## config.mk

```make
export PLATFORM = sky130hd
export DESIGN_NAME = sync_length_crc_frame_receiver_core
export DESIGN_NICKNAME = d
export VERILOG_FILES = /design/src/sv/slcfr_pkg.sv /design/src/sv/sync_length_crc_frame_receiver_core.sv
export VERILOG_INCLUDE_DIRS = /design/src /design/src/sv
export SDC_FILE = /design/constraint.sdc
export NUM_CORES = 1
export LEC_CHECK = 0
export ABC_AREA = 1
export BUFFER_PORTS_ARGS = -buffer_cell sky130_fd_sc_hd__buf_2
export CORE_UTILIZATION = 53
export CTS_CLUSTER_SIZE = 24
export DETAILED_ROUTE_END_ITERATION = 16
export PLACE_DENSITY = 0.77
export SLEW_MARGIN = 20
export SYNTH_ARGS = -nofsm -noshare
export SYNTH_HDL_FRONTEND = slang
export SYNTH_SLANG_ARGS = --single-unit
export TNS_END_PERCENT = 20
```

## constraint.sdc

```tcl
create_clock -name i_clk -period 3.98 [get_ports i_clk]
set_input_delay 0 -clock i_clk [delete_from_list [all_inputs] [get_ports i_clk]]
set_output_delay 0 -clock i_clk [all_outputs]
set_load 0.02 [all_outputs]
```

## src/sv/assert_macros.svh

```systemverilog
// ----------------------------------------------------------------------------
// assert_macros.svh
// Shared concurrent assertion macros for the frame receiver RTL.
// ----------------------------------------------------------------------------
`ifndef ASSERT_MACROS_SVH
`define ASSERT_MACROS_SVH

// Clocked property, disabled while reset is held low.
`define ASSERT_CLK(lbl, clk, rst_n, prop, msg) \
    lbl: assert property (@(posedge clk) disable iff (!rst_n) prop) else $error(msg);

// Clocked property, checked on every edge including reset.
`define ASSERT_CLK_ALWAYS(lbl, clk, prop, msg) \
    lbl: assert property (@(posedge clk) prop) else $error(msg);

`endif

```

## src/sv/slcfr_pkg.sv

```systemverilog
// ----------------------------------------------------------------------------
// slcfr_pkg
// Types, constants and the CRC-16/CCITT-FALSE byte update for the
// sync/length/CRC frame receiver.
// ----------------------------------------------------------------------------
package slcfr_pkg;

    localparam int unsigned PAYLOAD_LIMIT = 1024;

    localparam int unsigned DATA_W  = 80;
    localparam int unsigned USER_W  = 2;
    localparam int unsigned ADDR_W  = 4;
    localparam int unsigned APB_W   = 32;

    localparam logic [15:0] CRC_INIT = 16'hFFFF;
    localparam logic [15:0] CRC_POLY = 16'h1021;
    localparam logic [15:0] TALLY_MAX = 16'hFFFF;

    localparam logic [15:0] SYNC_PAT_RST     = 16'hAA55;
    localparam logic [10:0] COPY_LIMIT_RST   = 11'd1024;
    localparam logic [6:0]  RESYNC_LIMIT_RST = 7'd64;

    typedef logic [1:0] t_status;
    localparam t_status ST_OK        = 2'd0;
    localparam t_status ST_CRC_ERR   = 2'd1;
    localparam t_status ST_LEN_ERR   = 2'd2;
    localparam t_status ST_SYNC_LOST = 2'd3;

    typedef logic [1:0] t_reg_idx;
    localparam t_reg_idx REG_SYNC_PAT     = 2'd0;
    localparam t_reg_idx REG_COPY_LIMIT   = 2'd1;
    localparam t_reg_idx REG_RESYNC_LIMIT = 2'd2;

    typedef enum logic [8:0] {
        PH_SYNC1   = 9'b0_0000_0001,
        PH_SYNC2   = 9'b0_0000_0010,
        PH_HUNT    = 9'b0_0000_0100,
        PH_LENHI   = 9'b0_0000_1000,
        PH_LENLO   = 9'b0_0001_0000,
        PH_CMD     = 9'b0_0010_0000,
        PH_PAYLOAD = 9'b0_0100_0000,
        PH_CRCHI   = 9'b0_1000_0000,
        PH_CRCLO   = 9'b1_0000_0000
    } t_phase;

    function automatic logic [15:0] crc_byte(input logic [15:0] crc_in, input logic [7:0] b);
        logic [15:0] c;
        c = crc_in ^ {b, 8'h00};
        for (int j = 0; j < 8; j++) begin
            if (c[15]) begin
                c = {c[14:0], 1'b0} ^ CRC_POLY;
            end else begin
                c = {c[14:0], 1'b0};
            end
        end
        return c;
    endfunction

    function automatic logic [15:0] sat_inc(input logic [15:0] v);
        return (v == TALLY_MAX) ? v : v + 16'd1;
    endfunction

endpackage

```

## src/sv/sync_length_crc_frame_receiver_core.sv

```systemverilog
// ----------------------------------------------------------------------------
// sync_length_crc_frame_receiver_core
// Byte-wise frame parser: sync word, length, command, payload, CRC-16.
// ----------------------------------------------------------------------------
// Usage:
//   s_axis carries one received byte per request in tdata[7:0].
//   m_axis carries results: payload bytes (tlast low) as they arrive, up to
//   copy_limit per frame, and one status result (tlast high) that ends each
//   frame or error. tuser holds the status code.
//   The APB port sets the sync pattern (0x0), copy_limit (0x4),
//   resync_limit (0x8); write only while the block is idle.
// Timing:
//   One byte per cycle sustained while m_axis takes results. A result is
//   registered in the cycle after the byte that causes it, from a single
//   output register; CRC update and parser step run combinationally before it.
//   A byte is taken whenever the output register is empty or being drained.
// Reset:
//   Synchronous, active low. Parser returns to sync search, tallies clear,
//   registers return to 0xAA55 / 1024 / 64, output register empties.
//   While m_axis stalls with a result pending, s_axis_tready stays low.
// ----------------------------------------------------------------------------
`include "assert_macros.svh"

module sync_length_crc_frame_receiver_core (
    input  logic                            i_clk,
    input  logic                            i_rst_n,
    input  logic                            s_axis_tvalid,
    output logic                            s_axis_tready,
    // [7:0] rx_byte
    input  logic [7:0]                      s_axis_tdata,
    output logic                            m_axis_tvalid,
    input  logic                            m_axis_tready,
    // [7:0] data_byte, [15:8] command, [26:16] copied_length,
    // [42:27] length field, [58:43] error_tally, [74:59] good_frame_tally,
    // [79:75] zero
    output logic [slcfr_pkg::DATA_W-1:0]    m_axis_tdata,
    output logic                            m_axis_tlast,
    // [1:0] status
    output logic [slcfr_pkg::USER_W-1:0]    m_axis_tuser,
    input  logic                            psel,
    input  logic                            penable,
    input  logic                            pwrite,
    input  logic [slcfr_pkg::ADDR_W-1:0]    paddr,
    input  logic [slcfr_pkg::APB_W-1:0]     pwdata,
    output logic [slcfr_pkg::APB_W-1:0]     prdata,
    output logic                            pready
);
    import slcfr_pkg::*;

    // config
    logic [15:0] r_sync_pat;
    logic [10:0] r_copy_limit;
    logic [6:0]  r_resync_limit;

    // parser state
    t_phase      r_phase,     n_phase;
    logic [7:0]  r_prev,      n_prev;
    logic [6:0]  r_hunt,      n_hunt;
    logic [15:0] r_flen,      n_flen;
    logic [10:0] r_bidx,      n_bidx;
    logic [15:0] r_remain,    n_remain;
    logic [15:0] r_crc,       n_crc;
    logic [7:0]  r_cmd,       n_cmd;
    logic [7:0]  r_crc_hi,    n_crc_hi;
    logic [15:0] r_err_cnt,   n_err_cnt;
    logic [15:0] r_good_cnt,  n_good_cnt;

    // output register
    logic        r_out_valid;
    logic        r_out_last,  n_out_last;
    t_status     r_out_st,    n_out_st;
    logic [7:0]  r_out_byte,  n_out_byte;
    logic [7:0]  r_out_cmd,   n_out_cmd;
    logic [10:0] r_out_copy,  n_out_copy;
    logic [15:0] r_out_plen,  n_out_plen;
    logic [15:0] r_out_err,   n_out_err;
    logic [15:0] r_out_good,  n_out_good;
    logic        n_emit;

    logic        s_accept;
    logic        cfg_wr;
    t_reg_idx    cfg_idx;
    logic [15:0] rx_word;
    logic [15:0] crc_upd;
    logic [15:0] remain_dec;
    logic [15:0] crc_recv;

    assign s_axis_tready = !r_out_valid || m_axis_tready;
    assign s_accept      = s_axis_tvalid && s_axis_tready;
    assign rx_word       = {r_prev, s_axis_tdata};
    assign crc_upd       = crc_byte(r_crc, s_axis_tdata);
    assign remain_dec    = r_remain - 16'd1;
    assign crc_recv      = {r_crc_hi, s_axis_tdata};

    // ---------------- parser step ----------------
    always_comb begin
        n_phase    = r_phase;
        n_prev     = r_prev;
        n_hunt     = r_hunt;
        n_flen     = r_flen;
        n_bidx     = r_bidx;
        n_remain   = r_remain;
        n_crc      = r_crc;
        n_cmd      = r_cmd;
        n_crc_hi   = r_crc_hi;
        n_err_cnt  = r_err_cnt;
        n_good_cnt = r_good_cnt;
        n_emit     = 1'b0;
        n_out_last = 1'b1;
        n_out_st   = ST_OK;
        n_out_byte = 8'd0;
        n_out_cmd  = 8'd0;
        n_out_copy = 11'd0;
        n_out_plen = 16'd0;

        unique case (r_phase)
            PH_SYNC2: begin
                n_prev = s_axis_tdata;
                if (rx_word == r_sync_pat) begin
                    n_phase = PH_LENHI;
                end else begin
                    n_err_cnt = sat_inc(r_err_cnt);
                    n_hunt    = 7'd0;
                    if (r_resync_limit == 7'd0) begin
                        n_phase  = PH_SYNC1;
                        n_emit   = 1'b1;
                        n_out_st = ST_SYNC_LOST;
                    end else begin
                        n_phase = PH_HUNT;
                    end
                end
            end
            PH_HUNT: begin
                n_prev = s_axis_tdata;
                n_hunt = r_hunt + 7'd1;
                if (rx_word == r_sync_pat) begin
                    n_phase = PH_LENHI;
                end else if (n_hunt >= r_resync_limit) begin
                    n_phase  = PH_SYNC1;
                    n_emit   = 1'b1;
                    n_out_st = ST_SYNC_LOST;
                end
            end
            PH_LENHI: begin
                n_flen  = {s_axis_tdata, 8'h00};
                n_phase = PH_LENLO;
            end
            PH_LENLO: begin
                n_flen = {r_flen[15:8], s_axis_tdata};
                if (32'(n_flen) > PAYLOAD_LIMIT) begin
                    n_err_cnt  = sat_inc(r_err_cnt);
                    n_phase    = PH_SYNC1;
                    n_emit     = 1'b1;
                    n_out_st   = ST_LEN_ERR;
                    n_out_plen = n_flen;
                end else begin
                    n_crc   = CRC_INIT;
                    n_phase = PH_CMD;
                end
            end
            PH_CMD: begin
                n_cmd    = s_axis_tdata;
                n_crc    = crc_upd;
                n_bidx   = 11'd0;
                n_remain = r_flen;
                n_phase  = (r_flen == 16'd0) ? PH_CRCHI : PH_PAYLOAD;
            end
            PH_PAYLOAD: begin
                n_crc    = crc_upd;
                n_remain = remain_dec;
                if (remain_dec == 16'd0) begin
                    n_phase = PH_CRCHI;
                end
                if (r_bidx < r_copy_limit) begin
                    n_bidx     = r_bidx + 11'd1;
                    n_emit     = 1'b1;
                    n_out_last = 1'b0;
                    n_out_byte = s_axis_tdata;
                    n_out_cmd  = r_cmd;
                    n_out_copy = n_bidx;
                    n_out_plen = r_flen;
                end
            end
            PH_CRCHI: begin
                n_crc_hi = s_axis_tdata;
                n_phase  = PH_CRCLO;
            end
            PH_CRCLO: begin
                if (crc_recv == r_crc) begin
                    n_good_cnt = sat_inc(r_good_cnt);
                    n_out_st   = ST_OK;
                end else begin
                    n_err_cnt = sat_inc(r_err_cnt);
                    n_out_st  = ST_CRC_ERR;
                end
                n_phase    = PH_SYNC1;
                n_emit     = 1'b1;
                n_out_cmd  = r_cmd;
                n_out_copy = r_bidx;
                n_out_plen = r_flen;
            end
            default: begin
                n_prev  = s_axis_tdata;
                n_phase = PH_SYNC2;
            end
        endcase

        n_out_err  = n_err_cnt;
        n_out_good = n_good_cnt;
    end

    always_ff @(posedge i_clk) begin
        if (!i_rst_n) begin
            r_phase    <= PH_SYNC1;
            r_prev     <= 8'd0;
            r_hunt     <= 7'd0;
            r_flen     <= 16'd0;
            r_bidx     <= 11'd0;
            r_remain   <= 16'd0;
            r_crc      <= CRC_INIT;
            r_cmd      <= 8'd0;
            r_crc_hi   <= 8'd0;
            r_err_cnt  <= 16'd0;
            r_good_cnt <= 16'd0;
        end else if (s_accept) begin
            r_phase    <= n_phase;
            r_prev     <= n_prev;
            r_hunt     <= n_hunt;
            r_flen     <= n_flen;
            r_bidx     <= n_bidx;
            r_remain   <= n_remain;
            r_crc      <= n_crc;
            r_cmd      <= n_cmd;
            r_crc_hi   <= n_crc_hi;
            r_err_cnt  <= n_err_cnt;
            r_good_cnt <= n_good_cnt;
        end
    end

    // ---------------- output register ----------------
    always_ff @(posedge i_clk) begin
        if (!i_rst_n) begin
            r_out_valid <= 1'b0;
        end else if (s_accept) begin
            r_out_valid <= n_emit;
        end else if (m_axis_tready) begin
            r_out_valid <= 1'b0;
        end
    end

    always_ff @(posedge i_clk) begin
        if (s_accept && n_emit) begin
            r_out_last <= n_out_last;
            r_out_st   <= n_out_st;
            r_out_byte <= n_out_byte;
            r_out_cmd  <= n_out_cmd;
            r_out_copy <= n_out_copy;
            r_out_plen <= n_out_plen;
            r_out_err  <= n_out_err;
            r_out_good <= n_out_good;
        end
    end

    assign m_axis_tvalid = r_out_valid;
    assign m_axis_tlast  = r_out_last;
    assign m_axis_tuser  = r_out_st;
    assign m_axis_tdata  = {5'd0, r_out_good, r_out_err, r_out_plen,
                            r_out_copy, r_out_cmd, r_out_byte};

    // ---------------- APB registers ----------------
    assign pready  = 1'b1;
    assign cfg_idx = paddr[3:2];
    assign cfg_wr  = psel && penable && pwrite && pready;

    always_ff @(posedge i_clk) begin
        if (!i_rst_n) begin
            r_sync_pat     <= SYNC_PAT_RST;
            r_copy_limit   <= COPY_LIMIT_RST;
            r_resync_limit <= RESYNC_LIMIT_RST;
        end else if (cfg_wr) begin
            case (cfg_idx)
                REG_SYNC_PAT:     r_sync_pat     <= pwdata[15:0];
                REG_COPY_LIMIT:   r_copy_limit   <= pwdata[10:0];
                REG_RESYNC_LIMIT: r_resync_limit <= pwdata[6:0];
                default: begin
                end
            endcase
        end
    end

    always_comb begin
        unique case (cfg_idx)
            REG_SYNC_PAT:     prdata = {16'd0, r_sync_pat};
            REG_COPY_LIMIT:   prdata = {21'd0, r_copy_limit};
            REG_RESYNC_LIMIT: prdata = {25'd0, r_resync_limit};
            default:          prdata = '0;
        endcase
    end

    // ---------------- assertions ----------------
    `ASSERT_CLK(a_crclo_emits, i_clk, i_rst_n, (s_accept && r_phase == PH_CRCLO) |=> (r_out_valid && r_out_last), "CRC low byte did not produce a status result")
    `ASSERT_CLK(a_payload_remain, i_clk, i_rst_n, (r_phase == PH_PAYLOAD) |-> (r_remain != 16'd0), "payload phase with no bytes remaining")
    `ASSERT_CLK(a_err_saturates, i_clk, i_rst_n, (r_err_cnt == TALLY_MAX) |=> (r_err_cnt == TALLY_MAX), "error tally wrapped")
    `ASSERT_CLK(a_data_copy_bound, i_clk, i_rst_n, (r_out_valid && !r_out_last) |-> (r_out_copy != 11'd0), "data result with zero copied length")

endmodule

```

# After elaboration in Yosys (flattened, before gate mapping)
# Index checks and enable logic that the tools add are counted.
totals:
  regBits: 244
  inputBits: 51
  out_inout_bits: 118
classes:
  n_addsub: 5
  magnitude_cmp: 3
  n_eq_ne: 19
  n_mux: 57
  bitwise: 11
  n_reduce_logical: 31
op_table:
  columns: ["operator", "n"]
  rows:
  - ["$mux 16", 10]
  - ["$pmux 16 s3", 3]
  - ["$mux 13", 8]
  - ["$pmux 16 s2", 3]
  - ["$pmux 9 s8", 1]
  - ["$pmux 11 s2", 2]
  - ["$add 16x1->16 const B", 2]
  - ["$eq 16x16->1", 2]
  - ["$eq 16x16->1 const B", 2]
  - ["$logic_not 16->1", 2]
  - ["$mux 9", 3]
  - ["$not 3->3", 8]
  - ["$mux 11", 2]
  - ["$reduce_and 2->1", 9]
  - ["$gt 16x11->1 const B", 1]
  - ["$mux 8", 2]
  - ["$pmux 8 s2", 1]
  - ["$sub 16x1->16 const B", 1]
  - ["$xor 16x16->16", 1]
  - ["$reduce_and 3->1", 5]
  - ["$pmux 7 s2", 1]
  - ["$add 11x1->11 const B", 1]
  - ["$lt 11x11->1", 1]
  - ["$mux 1", 10]
  - ["other kinds (30)", 45]

# Depth between registers and ports, before layout
# Gate-level depths: netlist (run 1).
logic_depth:
  ltp_word: 18
  mapped_depth: 20
  ltp_nobuf: 20

# Least setup slack after synthesis (run 1)
# OpenSTA, ideal clock, no wires.
synth_path:
  path_kind: "register -> register"
  startpoint: "register r_hunt[0]"
  endpoint: "register r_out_last (netlist: m_axis_tlast) (enable)"
  setup_ns: 0.432
  arrival_ns: 3.473
  required_time_ns: 3.548
  setup_slack_ns: 0.075
  path_stages_with_launch: 16
  n_path_buf: 0
  synth_period_minus_slack_ns: 3.905
  path_cell_list: "dfxtp_1 ha_1 nand3_1 nor2_1 nand2_1 xor2_1 inv_1 ha_1 nand2_1 nor3b_1 nor2_1 o21ai_0 inv_1 nand2_1 o21ai_0 inv_1"
synth_via:
  elab_chain_cells: 6
synth_rtl:
  columns: ["element", "line_no", "text"]
  rows:
  - ["start: declaration", "sync_length_crc_frame_receiver_core.sv:58", "logic [6:0] r_hunt, n_hunt;"]
  - ["start signal: assignment", "sync_length_crc_frame_receiver_core.sv:228", "r_hunt <= n_hunt;"]
  - ["$add 7x1->7", "sync_length_crc_frame_receiver_core.sv:135", "n_hunt = r_hunt + 7'd1;"]
  - ["$ge 7x7->1", "sync_length_crc_frame_receiver_core.sv:138", "end else if (n_hunt >= r_resync_limit) begin"]
  - ["$mux 1", "sync_length_crc_frame_receiver_core.sv:138", null]
  - ["$mux 1", "sync_length_crc_frame_receiver_core.sv:136", "if (rx_word == r_sync_pat) begin"]
  - ["$pmux 1 s5", "sync_length_crc_frame_receiver_core.sv:116", "unique case (r_phase)"]
  - ["$logic_and 1x1->1", "sync_length_crc_frame_receiver_core.sv:252", "if (s_accept && n_emit) begin"]
  - ["end signal: assignment", "sync_length_crc_frame_receiver_core.sv:253", "r_out_last <= n_out_last;"]
  - ["end: declaration", "sync_length_crc_frame_receiver_core.sv:70", "logic r_out_last, n_out_last;"]
# Every way passes these cells.
# A chain may end at the register's enable or synchronous reset.

# Final worst setup path (run 1)
layout_path:
  startpoint: "register r_flen[15]"
  endpoint: "register r_out_good[9] (enable)"
layout_via:
  elab_chain_cells: 4
layout_rtl:
  columns: ["element", "line_no", "text"]
  rows:
  - ["start: declaration", "sync_length_crc_frame_receiver_core.sv:59", "logic [15:0] r_flen, n_flen;"]
  - ["start signal: assignment", "sync_length_crc_frame_receiver_core.sv:229", "r_flen <= n_flen;"]
  - ["$gt 16x11->1", "sync_length_crc_frame_receiver_core.sv:150", "if (32'(n_flen) > PAYLOAD_LIMIT) begin"]
  - ["$mux 1", "sync_length_crc_frame_receiver_core.sv:150", null]
  - ["$pmux 1 s5", "sync_length_crc_frame_receiver_core.sv:116", null]
  - ["$logic_and 1x1->1", "sync_length_crc_frame_receiver_core.sv:252", null]
  - ["end signal: assignment", "sync_length_crc_frame_receiver_core.sv:260", "r_out_good <= n_out_good;"]
  - ["end: declaration", "sync_length_crc_frame_receiver_core.sv:77", "logic [15:0] r_out_good, n_out_good;"]
# Every way passes these cells.

==> results of run 1 <==
==> path summary, 6_finish.rpt <==
path	end	slack, ns	cells after the start
min	r_flen[4]	0.007	5
max	r_out_good[9]	0.55	13
min reg2reg	r_cmd[2]	0.45	2
max reg2reg	r_out_good[9]	0.55	13
==> stage by stage <==
step	setup slack (ns)	hold WS [ns]	total power, mW
after floorplan	0.0753	0.130	3.19
after global placement	0.709	0.220	3.31
after detailed placement	0.618	0.229	3.33
after CTS	0.603	0.00815	5.52
after global routing	0.234	0.0332	5.71
final	0.546	0.00722	5.51
==> power by group through the flow <==
stage	clock network (mW)	registers [mW]	logic (mW)
finish	2.19	2.68	0.630
global route	2.32	2.69	0.696
CTS	2.22	2.68	0.618
detailed placement	0	2.73	0.594
global placement	0	2.73	0.579
floorplan	0	2.72	0.475
==> cell families (layout without fill, tap and decap cells) <==
| logic type | Yosys count | after routing |
|---|---|---|
| AO/OA/AOI/OAI | 363 | 363 |
| XOR/XNOR | 47 | 47 |
| adder cells (fa/ha/maj) | 23 | 23 |
| buffers and inverters | 333 | 457 |
| flip-flops | 244 | 244 |
| other | 2 | 22 |
| AND/OR/NAND/NOR | 817 | 817 |
==> cell type report <==
cell class,count,share of cell area [%]
Clock inverter,14,0.524
Inverter,238,5.94
Sequential cell,244,37.1
Clock buffer,34,4.46
Multi-Input combinational cell,1272,42.5
Tap cell,330,2.70
Timing Repair Buffer,171,6.74
==> critical path, delay by kind of cell, from the launching register on <==
kind	cells	cell delay (ns)
buffers and inverters	3	1.22
AOI/OAI and AO/OA	1	0.11
DFF	1	0.32
and+or+nand+nor	9	1.44
==> flip-flops by register name, summed over array words and instances, names as in the netlist, 8 cells and up <==
signal / cells
r_out_plen: 16
r_crc: 16
r_flen: 16
r_err_cnt: 16
r_sync_pat: 16
r_copy_limit: 11
r_out_byte: 8
r_out_cmd: 8
r_prev: 8
r_good_cnt: 16
r_crc_hi: 8
r_out_good: 16
r_out_copy: 11
r_phase: 9
r_cmd: 8
r_bidx: 11
r_out_err: 16
r_remain: 16
==> routing by layer <==
layer | vias to the layer above | part of all wire (%)
met5 | - | 0
met4 | 0 | 3.8
met3 | 108 | 8.3
met2 | 557 | 46
met1 | 5786 | 42
li1 | 6253 | -
==> placed cells by master, fill, tap and decap left out, types with 30 or more instances in the layout <==
cell type and count:
nand3_1 137, o21ai_0 131, o211ai_1 30, xor2_1 30, inv_1 207, nor2_1 181
edfxtp_1 78, nand2_1 392, dfxtp_1 166, nand4_1 37, buf_2 128, a21oi_1 138
==> repair_timing <==
item,CTS,global route
resized for setup,0,0
hold buffers,26,0
hold endpoints to repair,59,0
endpoints found under the setup margin,0,0
==> flow_summary.toml, run 1 <==
[pwr]
swShare_pct = 26.8
p_leak_nw = 6.82
combPwrFrac_pct = 11.4
clock_power_share_pct = 39.8
power_density_mw_per_mm2 = 361
vdd_drop_max_v = 0.000303
seqPwrFrac_pct = 48.7
p_switching_mw = 1.48
internal_power_mw = 4.03

[logic_synthesis]
synth_edf_count = 78
synth_area_mm2 = 0.0136
synth_area_leaders = "dfxtp_1 25%, edfxtp_1 17%, nand2_1 11%"
synthCells = 1829
muxShareOfSynthArea_pct = 0
netlist.area_leader.share_pct = 24.5
synth_compound_area_share_pct = 15.1
ys_seq_elements = 244
synth_common_cells = "392 x nand2_1, 208 x inv_1, 181 x nor2_1, 166 x dfxtp_1, 138 x a21oi_1"
synth-seq-area-share_pct = 41.8
yosys.area_share.simple_pct = 27.0
ys.flop_type = "dfxtp_1"
yosysTopAreaCell = "dfxtp_1"
synth_fa_ha_area_share_pct = 2.12
yosysMostFrequentCell = "nand2_1"
synth_top_family_by_area = "simple AND/OR/NAND/NOR gates"
synth_async_sr_flop_share_pct = 0
yosysUniqueCellTypes = 58
syn_avg_cell_area_um2 = 7.41
yosys_warnings = 0
synth-xor-area-share_pct = 3.09

[grt]
met1_usage_pct = 36.1
met3_usage_pct = 4.11
grt_max_degree = 74
grt_pass1_vias = 11600
grtUsageMet2_pct = 44.7
antenna_found_initial = 0
grt_use_total_pct = 27.5
overflow = 0
gr-max-usage-layer = "met2"
grt_pass1_wl_mm = 58.1

[die]
die_y_um = 162
num_rows = 58
start_util_pct = 54.0
coreArea_mm2 = 0.0251
die_w_um = 162
io_pins = 169
die_area_mm2 = 0.0262

[cts]
cts_made_buffers = 26
clk_path_buf_depth = 3
cts.reportedPaths.clkPinSlew_ns = 0.06
h-tree-depth = 1
clk_latency_ns = 0.55
cts_tree = "yes"
clock_sinks = 244
cts_root_buf = "clkbuf_16"
postCtsSetupRepairBufs = 0

[worst_hold_path]
hp-class = "in2reg"
min-delay-start = "s_axis_tvalid"

[cells_and_area]
final_layout_size_suffix_gt1_share_pct = 13.6
seqCellArea_mm2 = 0.00567
antennaDiodeCount = 0
area_growth_pct = 12.7
stdcell_area_mm2 = 0.0153
fin_cells = 2303
nets = 2027
final_util_pct = 60.8
multi_input_area_mm2 = 0.00649
nFillCells = 2280

[critical_path]
rr_startpoint = "r_flen[15]"
crit_top_cell = "nand2_1"
worst-endpoint-required_ns = 4.23
critPathLaunchType = "flop"
cp_slowest_cell = "buf_4"
crit_type = "reg2reg"
cp-startpoint = "r_flen[15]"
cp_cell_sequence = "nor2_1 -> nand3_1 -> nor2_1 -> nand2_1 -> nand2_2 -> inv_1 -> nand2_4 -> nand2_1 -> nor2_2 -> nand2_1 -> o21ai_0 -> clkinv_2 -> buf_4"
crit_arrival_ns = 3.68
cp-end-kind = "flop"
crit_fanout = 28
critical_path.max_stage_delay_ns = 0.42

[detailed_routing]
drc = 0
final_antenna_net_count = 0
drt_wl_total_mm = 36.6
avgViaCountPerCell = 5.52
drt_first_pass_iters = 6
wl_per_cell_um = 15.9
drtIter0Drc = 1069
vias = 12700

[sta]
fmax_mhz = 291
finalHoldViolCount = 0
final.setup.tns_ns = 0
slew_violations = 0
min_period_ns = 3.43
relSlewSlack_pct = 27.0
tightest_slew_ns = 1.09
setup_violations = 0
skew_ns = 0.0270
layout_worst_path_cycle_share_pct = 86.3
rsz0062_at_grt = "no"

[placed_design]
io_buffers = 128
place_area_mm2 = 0.0142
numPlacedInstances = 2229
gp_congestion = 0.964
hpwlAfterDp_mm = 25.6

[run]
drv_cap = 0

[status]
status = "complete, no violations"
No activity file was read; power rests on OpenSTA's default activity.
==> inputs of run 2 (changes only) <==
Settings changed: CTS_BUF_LIST set to sky130_fd_sc_hd__clkbuf_16.
==> run 2 against run 1 <==
Maximum frequency shrank 0.36%. Register-to-register slack is essentially flat. Largest cell class unchanged. First-iteration DRC count is the same. Global-route usage is the same. Via count shrank 0.20%. Flip-flop and latch count is the same. Die area is the same. Sequential share of layout area is the same. Critical path depth is the same. Non-clock buffer count is the same. Routed wire length is essentially flat.
==> flow_summary.toml, run 2 (synthesis results as in run 1) <==
[grt]
grt_pass1_wl_mm = 58.1
grt_pass1_vias = 11600
antenna_found_initial = 0
grt_max_degree = 74
grt_use_total_pct = 27.5
overflow = 0

[cts]
post_cts_resized = 0
h-tree-depth = 1
cts_root_buf = "clkbuf_16"
cts_tree = "yes"
cts_made_buffers = 26
clk_path_buf_depth = 3
clk_latency_ns = 0.56
cts.reportedPaths.clkPinSlew_ns = 0.07
clock_sinks = 244

[pwr]
swShare_pct = 26.9
power_density_mw_per_mm2 = 359
clock_power_share_pct = 39.6
p_switching_mw = 1.48
combPwrFrac_pct = 11.5
p_leak_nw = 6.85
seqPwrFrac_pct = 48.9
internal_power_mw = 4.01
vdd_drop_max_v = 0.000302

[critical_path]
cp-startpoint = "r_flen[15]"
crit_family = "simple AND/OR/NAND/NOR gates"
cp_slowest_cell = "clkinv_2"
critical_path.max_stage_delay_ns = 0.41
crit_arrival_ns = 3.69
path_buf_inv = 3
worst-endpoint-required_ns = 4.22
cp-end-kind = "flop"
rr_startpoint = "r_flen[15]"
crit_type = "reg2reg"
critPathLaunchType = "flop"
cp_cell_sequence = "nor2_1 -> nand3_1 -> nor2_1 -> nand2_1 -> nand2_2 -> inv_1 -> nand2_4 -> nand2_1 -> nor2_2 -> nand2_1 -> o21ai_0 -> clkinv_2 -> buf_4"
crit_top_cell = "nand2_1"
crit_fanout = 28

[die]
start_util_pct = 54.0
die_y_um = 162
die_w_um = 162
io_pins = 169
coreArea_mm2 = 0.0251
die_area_mm2 = 0.0262
num_rows = 58

[sta]
relSlewSlack_pct = 28.4
final.setup.tns_ns = 0
tightest_slew_ns = 1.07
setup_violations = 0
skew_ns = 0.0314
rsz0062_at_grt = "no"
layout_worst_path_cycle_share_pct = 86.6
fmax_mhz = 290
min_period_ns = 3.45
slew_violations = 0
finalHoldViolCount = 0

[cells_and_area]
final_layout_size_suffix_gt1_share_pct = 13.6
final_cell_mix = "392 x nand2_1, 215 x inv_1, 181 x nor2_1"
final_util_pct = 60.8
nets = 2027
antennaDiodeCount = 0
nFillCells = 2280
final_common_cell = "nand2_1"
area_growth_pct = 12.7

[detailed_routing]
vias = 12700
met2WireLength_mm = 16.6
drt_first_pass_iters = 9
drtIter0Drc = 1069
wl_met1_mm = 15.6
drt_wl_total_mm = 36.6
final_antenna_net_count = 0
wl_per_cell_um = 15.9
top_layer = "met4"
drc = 0
met3_length_mm = 3.02
avgViaCountPerCell = 5.50

[worst_hold_path]
hp-class = "in2reg"
min-delay-start = "s_axis_tvalid"

[status]
status = "complete, no violations"

[run]
drv_cap = 0

[placed_design]
gp_congestion = 0.964
io_buffers = 128
hpwlAfterDp_mm = 25.6
==> run 2: changes by cell type in the layout (fill, tap and decap cells not counted), sizes merged <==
| cell | change |
|---|---|
| inv | +8 |
| clkbuf | -8 |
==> run 2: area by class of cell <==
| type | count | area (µm²) | share of cell area [%] |
|---|---|---|---|
| Multi-Input combinational cell | 1272 | 6490 | 42.5 |
| Sequential cell | 244 | 5670 | 37.1 |
| Timing Repair Buffer | 171 | 1030 | 6.74 |
| Inverter | 238 | 907 | 5.94 |
| Clock buffer | 26 | 651 | 4.26 |
| Tap cell | 330 | 413 | 2.70 |
| Clock inverter | 22 | 110 | 0.721 |
==> run 2: path summary, 6_finish.rpt <==
path	to	slack [ns]	depth (start not counted)
setup reg to reg	r_out_good[9]	0.53	13
hold reg to reg	r_cmd[2]	0.46	2
hold / removal	r_flen[4]	0.01	5
setup / recovery	r_out_good[9]	0.53	13
==> run 2: repair_timing <==
item                      CTS  global route
hold buffers               26             0
hold endpoints to repair   59             0
setup buffers               0             0
==> run 2: metrics by stage <==
step           std cells  instance area, µm²  hold WS [ns]  total power, mW  setup WS (ns)
3_3_place_gp        2229               14200         0.220             3.31          0.709
2_1_floorplan       1849               13600         0.130             3.19         0.0753
5_1_grt             2303               15300        0.0329             5.69          0.234
3_5_place_dp        2229               14200         0.229             3.33          0.618
4_1_cts             2303               15300       0.00815             5.50          0.603
6_report            2303               15300        0.0133             5.49          0.534
==> run 2: worst reg2reg max path: cells and delay by family, from the launching register on <==
| kind | cells | cell delay [ns] |
|---|---|---|
| buf+inv | 3 | 1.22 |
| compound gates | 1 | 0.11 |
| simple gates | 9 | 1.45 |
| flops | 1 | 0.32 |
==> run 2: layer usage <==
metal | up-vias | GRT usage [%]
met1 | 5762 | 36.1
met2 | 559 | 44.7
li1 | 6252 | -
met5 | - | 0
met3 | 105 | 4.11
met4 | 0 | 12.3
==> run 2: power groups by stage <==
stage	clock network [mW]	logic, mW	registers [mW]
3_5_place_dp	0	0.594	2.73
5_1_grt	2.30	0.696	2.69
3_3_place_gp	0	0.579	2.73
2_1_floorplan	0	0.475	2.72
4_1_cts	2.20	0.618	2.68
6_report	2.17	0.630	2.68
